`config.mk`:
```
export PLATFORM = sky130hd
export DESIGN_NAME = in_order_issue_scoreboard
export DESIGN_NICKNAME = d
export VERILOG_FILES = /design/src/hw/rtl/isb_pkg.sv /design/src/hw/rtl/in_order_issue_scoreboard.sv /design/src/hw/rtl/isb_ram.sv /design/src/hw/rtl/isb_issue_calc.sv
export SDC_FILE = /design/constraint.sdc
export NUM_CORES = 2
export LEC_CHECK = 0
export BUFFER_PORTS_ARGS = -buffer_cell sky130_fd_sc_hd__buf_2
export CORE_MARGIN = 5
export CORE_UTILIZATION = 60
export DETAILED_ROUTE_END_ITERATION = 12
export PLACE_DENSITY_LB_ADDON = 0.25
export SLEW_MARGIN = 0
export SYNTH_ARGS = -nofsm -noshare
export SYNTH_HDL_FRONTEND = slang
export SYNTH_SLANG_ARGS = --single-unit
```
`constraint.sdc`:
```
create_clock -name clk -period 11.6 [get_ports clk]
set_clock_uncertainty 0.2 [all_clocks]
set_input_delay 2.32 -clock clk [delete_from_list [all_inputs] [get_ports clk]]
set_output_delay 2.32 -clock clk [all_outputs]
set_load 0.01 [all_outputs]
```
`src/hw/rtl/isb_pkg.sv`:
```
// ============================================================================
// isb_pkg
// Shared widths, defaults and types for the in-order issue scoreboard.
// ============================================================================
package isb_pkg;

    localparam int NUM_REGS_DEF   = 64;
    localparam int TIME_WIDTH_DEF = 32;

    localparam int IDX_W      = 6;
    localparam int IDX_COUNT  = 1 << IDX_W;
    localparam int LAT_W      = 8;
    localparam int TAG_W      = 8;
    localparam int CNT_W      = 16;
    localparam int OUT_TIME_W = 32;

    typedef struct packed {
        logic blk_a;
        logic blk_b;
    } isb_flags_t;

endpackage

```
`src/hw/rtl/in_order_issue_scoreboard.sv`:
```
// ============================================================================
// in_order_issue_scoreboard
// Register scoreboard for an in-order issue model.
// ============================================================================
// Takes one instruction per clock unless stalled and returns one result per
// instruction. The input transfer edge reads both source ready cycles from
// the scoreboard RAM (registered read) into stage 1, which computes issue and
// ready cycles; when the result register is free or being emptied, stage 1
// writes the destination entry and loads the result register, which drives the
// outputs. A write from the instruction ahead is forwarded to the one behind
// it, and per-entry valid bits make unwritten entries read as ready at cycle
// zero, so no clearing pass is needed after reset. Sustained rate is one
// instruction per cycle; the input stalls only while both the first stage and
// the result register hold an instruction and the output is stalled.
module in_order_issue_scoreboard #(
    parameter int NUM_REGS   = isb_pkg::NUM_REGS_DEF,
    parameter int TIME_WIDTH = isb_pkg::TIME_WIDTH_DEF
) (
    input  logic                             clk,
    input  logic                             rst_n,

    input  logic                             in_valid,
    output logic                             in_stall,
    input  logic [isb_pkg::IDX_W-1:0]        dest_index,
    input  logic [isb_pkg::IDX_W-1:0]        src_a_index,
    input  logic [isb_pkg::IDX_W-1:0]        src_b_index,
    input  logic [isb_pkg::LAT_W-1:0]        exec_latency,
    input  logic [isb_pkg::TAG_W-1:0]        opcode_tag,

    output logic                             out_valid,
    input  logic                             out_stall,
    output logic [isb_pkg::CNT_W-1:0]        instr_number,
    output logic [isb_pkg::TAG_W-1:0]        opcode_echo,
    output logic [isb_pkg::OUT_TIME_W-1:0]   issue_time,
    output logic [isb_pkg::OUT_TIME_W-1:0]   stall_count,
    output logic [isb_pkg::OUT_TIME_W-1:0]   ready_time,
    output logic                             blocked_by_a,
    output logic                             blocked_by_b
);

    localparam int ADDR_W = $clog2(NUM_REGS);

    logic [ADDR_W-1:0] slot_lut [isb_pkg::IDX_COUNT];

    for (genvar i = 0; i < isb_pkg::IDX_COUNT; i++)
    begin : g_slot
        assign slot_lut[i] = ADDR_W'(i % NUM_REGS);
    end

    logic in_xfer;
    logic s1_fire;
    logic [ADDR_W-1:0] in_slot_a;
    logic [ADDR_W-1:0] in_slot_b;

    logic                           s1_valid_reg;
    logic [ADDR_W-1:0]              s1_slot_d_reg;
    logic [isb_pkg::LAT_W-1:0]      s1_lat_reg;
    logic [isb_pkg::TAG_W-1:0]      s1_tag_reg;
    logic                           fwd_a_reg;
    logic                           fwd_b_reg;
    logic [TIME_WIDTH-1:0]          fwd_data_reg;
    logic                           vld_a_reg;
    logic                           vld_b_reg;

    logic [NUM_REGS-1:0]            valid_reg;
    logic [NUM_REGS-1:0]            valid_next;
    logic [TIME_WIDTH-1:0]          earliest_reg;
    logic [isb_pkg::CNT_W-1:0]      instr_counter_reg;

    logic [TIME_WIDTH-1:0]          ram_a;
    logic [TIME_WIDTH-1:0]          ram_b;
    logic [TIME_WIDTH-1:0]          op_a;
    logic [TIME_WIDTH-1:0]          op_b;
    logic [TIME_WIDTH-1:0]          s1_issue;
    logic [TIME_WIDTH-1:0]          s1_stall;
    logic [TIME_WIDTH-1:0]          s1_ready;
    logic [TIME_WIDTH-1:0]          s1_earliest_next;
    isb_pkg::isb_flags_t            s1_flags;

    logic                           out_valid_reg;
    logic [isb_pkg::CNT_W-1:0]      out_num_reg;
    logic [isb_pkg::TAG_W-1:0]      out_tag_reg;
    logic [isb_pkg::OUT_TIME_W-1:0] out_issue_reg;
    logic [isb_pkg::OUT_TIME_W-1:0] out_stall_reg;
    logic [isb_pkg::OUT_TIME_W-1:0] out_ready_reg;
    isb_pkg::isb_flags_t            out_flags_reg;

    assign s1_fire  = s1_valid_reg && (!out_valid_reg || !out_stall);
    assign in_stall = s1_valid_reg && !s1_fire;
    assign in_xfer  = in_valid && !in_stall;

    assign in_slot_a = slot_lut[src_a_index];
    assign in_slot_b = slot_lut[src_b_index];

    isb_ram #(
        .WIDTH (TIME_WIDTH),
        .DEPTH (NUM_REGS)
    ) u_ready_ram (
        .clk     (clk),
        .we      (s1_fire),
        .waddr   (s1_slot_d_reg),
        .wdata   (s1_ready),
        .re      (in_xfer),
        .raddr_a (in_slot_a),
        .raddr_b (in_slot_b),
        .rdata_a (ram_a),
        .rdata_b (ram_b)
    );

    assign op_a = fwd_a_reg ? fwd_data_reg : (vld_a_reg ? ram_a : '0);
    assign op_b = fwd_b_reg ? fwd_data_reg : (vld_b_reg ? ram_b : '0);

    isb_issue_calc #(
        .TIME_WIDTH (TIME_WIDTH)
    ) u_calc (
        .earliest      (earliest_reg),
        .ready_a       (op_a),
        .ready_b       (op_b),
        .latency       (s1_lat_reg),
        .issue         (s1_issue),
        .stall         (s1_stall),
        .ready         (s1_ready),
        .earliest_next (s1_earliest_next),
        .flags         (s1_flags)
    );

    always_comb
    begin
        valid_next = valid_reg;
        if (s1_fire)
        begin
            valid_next[s1_slot_d_reg] = 1'b1;
        end
    end

    // Stage 1 and result register control and state
    always_ff @(posedge clk or negedge rst_n)
    begin
        if (!rst_n)
        begin
            s1_valid_reg      <= 1'b0;
            fwd_a_reg         <= 1'b0;
            fwd_b_reg         <= 1'b0;
            vld_a_reg         <= 1'b0;
            vld_b_reg         <= 1'b0;
            valid_reg         <= '0;
            earliest_reg      <= '0;
            instr_counter_reg <= '0;
            out_valid_reg     <= 1'b0;
        end
        else
        begin
            valid_reg <= valid_next;
            if (in_xfer)
            begin
                s1_valid_reg <= 1'b1;
                fwd_a_reg    <= s1_fire && (s1_slot_d_reg == in_slot_a);
                fwd_b_reg    <= s1_fire && (s1_slot_d_reg == in_slot_b);
                vld_a_reg    <= valid_reg[in_slot_a];
                vld_b_reg    <= valid_reg[in_slot_b];
            end
            else if (s1_fire)
            begin
                s1_valid_reg <= 1'b0;
            end
            if (s1_fire)
            begin
                earliest_reg      <= s1_earliest_next;
                instr_counter_reg <= instr_counter_reg + isb_pkg::CNT_W'(1);
                out_valid_reg     <= 1'b1;
            end
            else if (!out_stall)
            begin
                out_valid_reg <= 1'b0;
            end
        end
    end

    // Payload registers
    always_ff @(posedge clk)
    begin
        if (in_xfer)
        begin
            s1_slot_d_reg <= slot_lut[dest_index];
            s1_lat_reg    <= exec_latency;
            s1_tag_reg    <= opcode_tag;
            fwd_data_reg  <= s1_ready;
        end
        if (s1_fire)
        begin
            out_num_reg   <= instr_counter_reg;
            out_tag_reg   <= s1_tag_reg;
            out_issue_reg <= isb_pkg::OUT_TIME_W'(s1_issue);
            out_stall_reg <= isb_pkg::OUT_TIME_W'(s1_stall);
            out_ready_reg <= isb_pkg::OUT_TIME_W'(s1_ready);
            out_flags_reg <= s1_flags;
        end
    end

    assign out_valid    = out_valid_reg;
    assign instr_number = out_num_reg;
    assign opcode_echo  = out_tag_reg;
    assign issue_time   = out_issue_reg;
    assign stall_count  = out_stall_reg;
    assign ready_time   = out_ready_reg;
    assign blocked_by_a = out_flags_reg.blk_a;
    assign blocked_by_b = out_flags_reg.blk_b;

`ifndef SYNTH
    a_issue_not_early: assert property (@(posedge clk) disable iff (!rst_n)
        s1_valid_reg |-> s1_issue >= earliest_reg)
        else $error("issue cycle before earliest issue cycle");

    a_dest_marked: assert property (@(posedge clk) disable iff (!rst_n)
        s1_fire |=> valid_reg[$past(s1_slot_d_reg)])
        else $error("written entry not marked valid");

    a_count_step: assert property (@(posedge clk) disable iff (!rst_n)
        s1_fire |=> instr_counter_reg == $past(instr_counter_reg) + isb_pkg::CNT_W'(1))
        else $error("instruction counter did not advance by one");

    a_earliest_grows: assert property (@(posedge clk) disable iff (!rst_n)
        s1_fire |=> (earliest_reg > $past(earliest_reg)) || (earliest_reg == '1))
        else $error("earliest issue cycle did not advance");

    a_out_load: assert property (@(posedge clk) disable iff (!rst_n)
        s1_fire |=> out_valid_reg && !s1_valid_reg || s1_valid_reg && $past(in_xfer))
        else $error("stage 1 and result register out of step");
`endif

endmodule

```
`src/hw/rtl/isb_ram.sv`:
```
// ============================================================================
// isb_ram
// Generic RAM: one write port, two read ports with registered read data.
// ============================================================================
module isb_ram #(
    parameter int WIDTH = 32,
    parameter int DEPTH = 64,
    parameter int ADDR_W = $clog2(DEPTH)
) (
    input  logic              clk,
    input  logic              we,
    input  logic [ADDR_W-1:0] waddr,
    input  logic [WIDTH-1:0]  wdata,
    input  logic              re,
    input  logic [ADDR_W-1:0] raddr_a,
    input  logic [ADDR_W-1:0] raddr_b,
    output logic [WIDTH-1:0]  rdata_a,
    output logic [WIDTH-1:0]  rdata_b
);

    logic [WIDTH-1:0] mem [DEPTH];

    always_ff @(posedge clk)
    begin
        if (we)
        begin
            mem[waddr] <= wdata;
        end
    end

    always_ff @(posedge clk)
    begin
        if (re)
        begin
            rdata_a <= mem[raddr_a];
            rdata_b <= mem[raddr_b];
        end
    end

endmodule

```
`src/hw/rtl/isb_issue_calc.sv`:
```
// ============================================================================
// isb_issue_calc
// Issue cycle, blocking flags, stall and saturating ready cycle of one
// instruction from its operand ready cycles and the earliest issue cycle.
// ============================================================================
module isb_issue_calc #(
    parameter int TIME_WIDTH = isb_pkg::TIME_WIDTH_DEF
) (
    input  logic [TIME_WIDTH-1:0]       earliest,
    input  logic [TIME_WIDTH-1:0]       ready_a,
    input  logic [TIME_WIDTH-1:0]       ready_b,
    input  logic [isb_pkg::LAT_W-1:0]   latency,
    output logic [TIME_WIDTH-1:0]       issue,
    output logic [TIME_WIDTH-1:0]       stall,
    output logic [TIME_WIDTH-1:0]       ready,
    output logic [TIME_WIDTH-1:0]       earliest_next,
    output isb_pkg::isb_flags_t         flags
);

    localparam logic [TIME_WIDTH-1:0] TIME_MAX = {TIME_WIDTH{1'b1}};

    logic [TIME_WIDTH-1:0] issue_ab;
    logic [TIME_WIDTH:0]   ready_sum;
    logic [TIME_WIDTH:0]   next_sum;

    always_comb
    begin
        flags.blk_a = ready_a > earliest;
        flags.blk_b = ready_b > earliest;

        issue_ab = (ready_a > ready_b) ? ready_a : ready_b;
        issue    = (flags.blk_a || flags.blk_b) ? issue_ab : earliest;
        stall    = issue - earliest;

        ready_sum = {1'b0, issue} + (TIME_WIDTH + 1)'(latency);
        ready     = ready_sum[TIME_WIDTH] ? TIME_MAX : ready_sum[TIME_WIDTH-1:0];

        next_sum      = {1'b0, issue} + (TIME_WIDTH + 1)'(1);
        earliest_next = next_sum[TIME_WIDTH] ? TIME_MAX : next_sum[TIME_WIDTH-1:0];
    end

endmodule
```
==> run summary <==
Final setup violation count: 0
RSZ-0062 raised after global routing: no
Total negative slack: 0 ps
Post_cts resized: 0
Iter 0 DRT Violations: 11700
Mean post-synth cell area: 20.3 um2
PD cells: 263 nW/um2
Post-synth EDFFs: 2288
Clk Tree Root Cell: clkbuf_16
Final period utilization: 88.6%
Initial Utilization: 60.3%
Hold Crit Start: s1_tag_reg[6]$_DFFE_PP_
Hpwl dp: 195000 um
Area of the multi-input gates: 40300 um2
Most used cell, CP: o21ai_0
Worst hold path class: reg -> reg
Async SR Flop Fraction: 4.90%
WP data required: 11900 ps
Yosys Warn Count: 0
Ys flop type: edfxtp_1
Critical Path Start Type: flop
GP Congestion: 0.955
CTS Hold Buffers Added: 0
Routed WL: 347000 um
Worst relative slew slack: 9.79%
Die Span Y: 444 um
Seq/Total Area, Yosys: 63.3%
Max FO, Critical Path: 66
Clock Pin Slew Worst Setup and Hold Paths: 60 ps
Syn_nets: 5747
Hold Slack: 225 ps
Status: finished, final reports clean
Via count: 64900
Area leader, netlist: edfxtp_1
Avg Vias per Cell: 7.70
Peak VDD IR: 0.471 mV
First-pass GRT wire length: 489000 um
Num CTS Buffers: 231
Actual slew at the worst max-slew pin: 1350 ps
Initial antenna violation count: 26
Crit path max-delay cell type: dfrtp_2
CTS max path bufs: 3
Final hold vios: 0
# fillers: 11700
Post-Syn Instances: 5572
Postcts setup bufs: 0
Gr ovfl total: 0
Crit Path Category: reg -> reg
Vias in the first global route: 65000
Die outline area: 198000 um2
Cell row count: 159
Die X: 444 um
Max_cap viols: 0
Synth cell types: 80
Final Max Tran Viols: 0
Hold Path Stages: 0
Worst R2R End: u_ready_ram.mem[58][27]$_DFFE_PP_
I/O Buffers: 161
Largest register FFs: 2048
Crit end category: flop
Seq. cell area: 71700 um2
Tot GR Track Use: 35.4%
Register bit total from synthesis: 2406
Fin crit period: 10270 ps
P_leak: 0.0408 uW
Clock Latency Late Sink: 890 ps
Hold EP: opcode_echo[6]$_DFFE_PP_
I/O Pins: 162
FMAX: 0.0973 GHz
Cell Area, Synth: 113000 um2
DRC Markers: 0
Synth area leaders: edfxtp_1, mux4_2, dfrtp_1, ha_1, clkbuf_1
Reg2Reg Setup Slack: 1330 ps
H-tree depth: 4
Arrival @ worst endpoint: 10570 ps
Area Growth Syn to Fin: 10.7%
Largest net degree at the start of global routing: 128
Wire length per cell: 41.1 um
Worst r2r src: fwd_a_reg$_DFFE_PN0P_
CP max stage delay: 950 ps
Reg2Reg Depth: 28
Core ar.: 188000 um2
Cell area after placement: 118000 um2
DRT antenna net count: 0
Fraction of layout cells with a size suffix above 1: 37.7%
Total iterations of the first detailed-routing run: 7
Area share of the largest cell type after synthesis: 60.7%
CTS Sinks: 2406
CTS tree: done
Nets: 5907
Fin area: 125000 um2
report_power, final:
part | internal (uW) | switching, uW | leakage, uW
Sequential | 14700 | 397 | 0.0223
Combinational | 2570 | 7590 | 0.0147
Clock | 4350 | 3310 | 0.00379
Total | 21600 | 11300 | 0.0408
kinds of logic (layout without fill, tap and decap cells):
logic type | Yosys count | count (layout) | share of synthesized area, %
flops | 2406 | 2406 | 63.3
mux | 1454 | 1454 | 28.0
simple gates | 617 | 617 | 2.63
buf+inv | 488 | 850 | 1.66
compound gates | 370 | 370 | 2.13
fa+ha+maj | 137 | 137 | 1.53
xor+xnor | 100 | 100 | 0.773
other cells | 0 | 8 | 0
worst max-delay path by stage:
stage | end | cells after the start | startpoint | slack [ps]
finish | u_ready_ram.mem[58][27]$_DFFE_PP_ | 28 | fwd_a_reg$_DFFE_PN0P_ | 1330
global route | u_ready_ram.mem[45][27]$_DFFE_PP_ | 28 | fwd_a_reg$_DFFE_PN0P_ | 790
CTS | u_ready_ram.mem[58][27]$_DFFE_PP_ | 28 | fwd_a_reg$_DFFE_PN0P_ | 1560
detailed placement | u_ready_ram.mem[46][27]$_DFFE_PP_ | 28 | fwd_a_reg$_DFFE_PN0P_ | 1640
global placement | u_ready_ram.mem[58][27]$_DFFE_PP_ | 28 | fwd_a_reg$_DFFE_PN0P_ | 1910
floorplan | fwd_data_reg[16]$_DFFE_PP_ | 29 | fwd_a_reg$_DFFE_PN0P_ | 2730
layer usage:
metal / up-vias / global-route usage [%] / wire length (um)
met1: 33900 / 49.4 / 120000
met2: 5656 / 52.6 / 157000
met3: 971 / 11.2 / 51700
met4: 18 / 15.5 / 18200
li1: 24300 / - / -
met5: - / 0 / 115
final cells by class:
| type | instances | share of cell area (%) |
|---|---|---|
| flip-flops and latches | 2406 | 57.2 |
| clock buffers | 289 | 4.96 |
| inverters | 118 | 0.361 |
| multi-input cells | 2678 | 32.2 |
| repair buffers | 297 | 1.67 |
| diodes | 8 | 0.0160 |
| clock inverters | 146 | 1.17 |
| well taps | 2495 | 2.49 |
through the flow:
step	total power (uW)	std cells	worst slack, ps	util [%]
detailed placement	25100	7994	1640	62.6
floorplan	21200	5572	2730	-
CTS	32700	8429	1560	66.7
global route	34000	8429	785	66.7
finish	32900	8437	1330	66.7
global placement	24700	7994	1910	62.6
synth_stat cells, drive strengths merged, types with 59 or more instances:
library cell and count:
ha 135, o21ai 98, mux4 1369, clkbuf 229, nor2 174, buf 141, edfxtp 2288, a21oi 89
xnor2 84, nand2 170, dfrtp 118, nand3 59, inv 118, or2 67
critical path, delay by kind of cell, from the launching register on:
family                     cells  cell delay, ps
and+or+nand+nor                8            2320
DFF                            1             950
AOI/OAI and AO/OA             13            4630
adders and majority gates      2             610
buffers and inverters          5            1050
cell usage in the layout (no fill, tap or decap), types with 67 or more instances in the layout:
master,netlist,routed
buf_2,10,150
mux4_2,1369,1369
buf_4,1,124
dfrtp_1,118,117
edfxtp_1,2288,2288
clkbuf_16,0,235
nand2_1,170,145
inv_1,116,114
or2_2,67,67
a21oi_1,85,84
xnor2_1,84,84
ha_1,135,135
nor2_1,173,109
o21ai_0,92,92
Power figures use the tool's default switching activity.
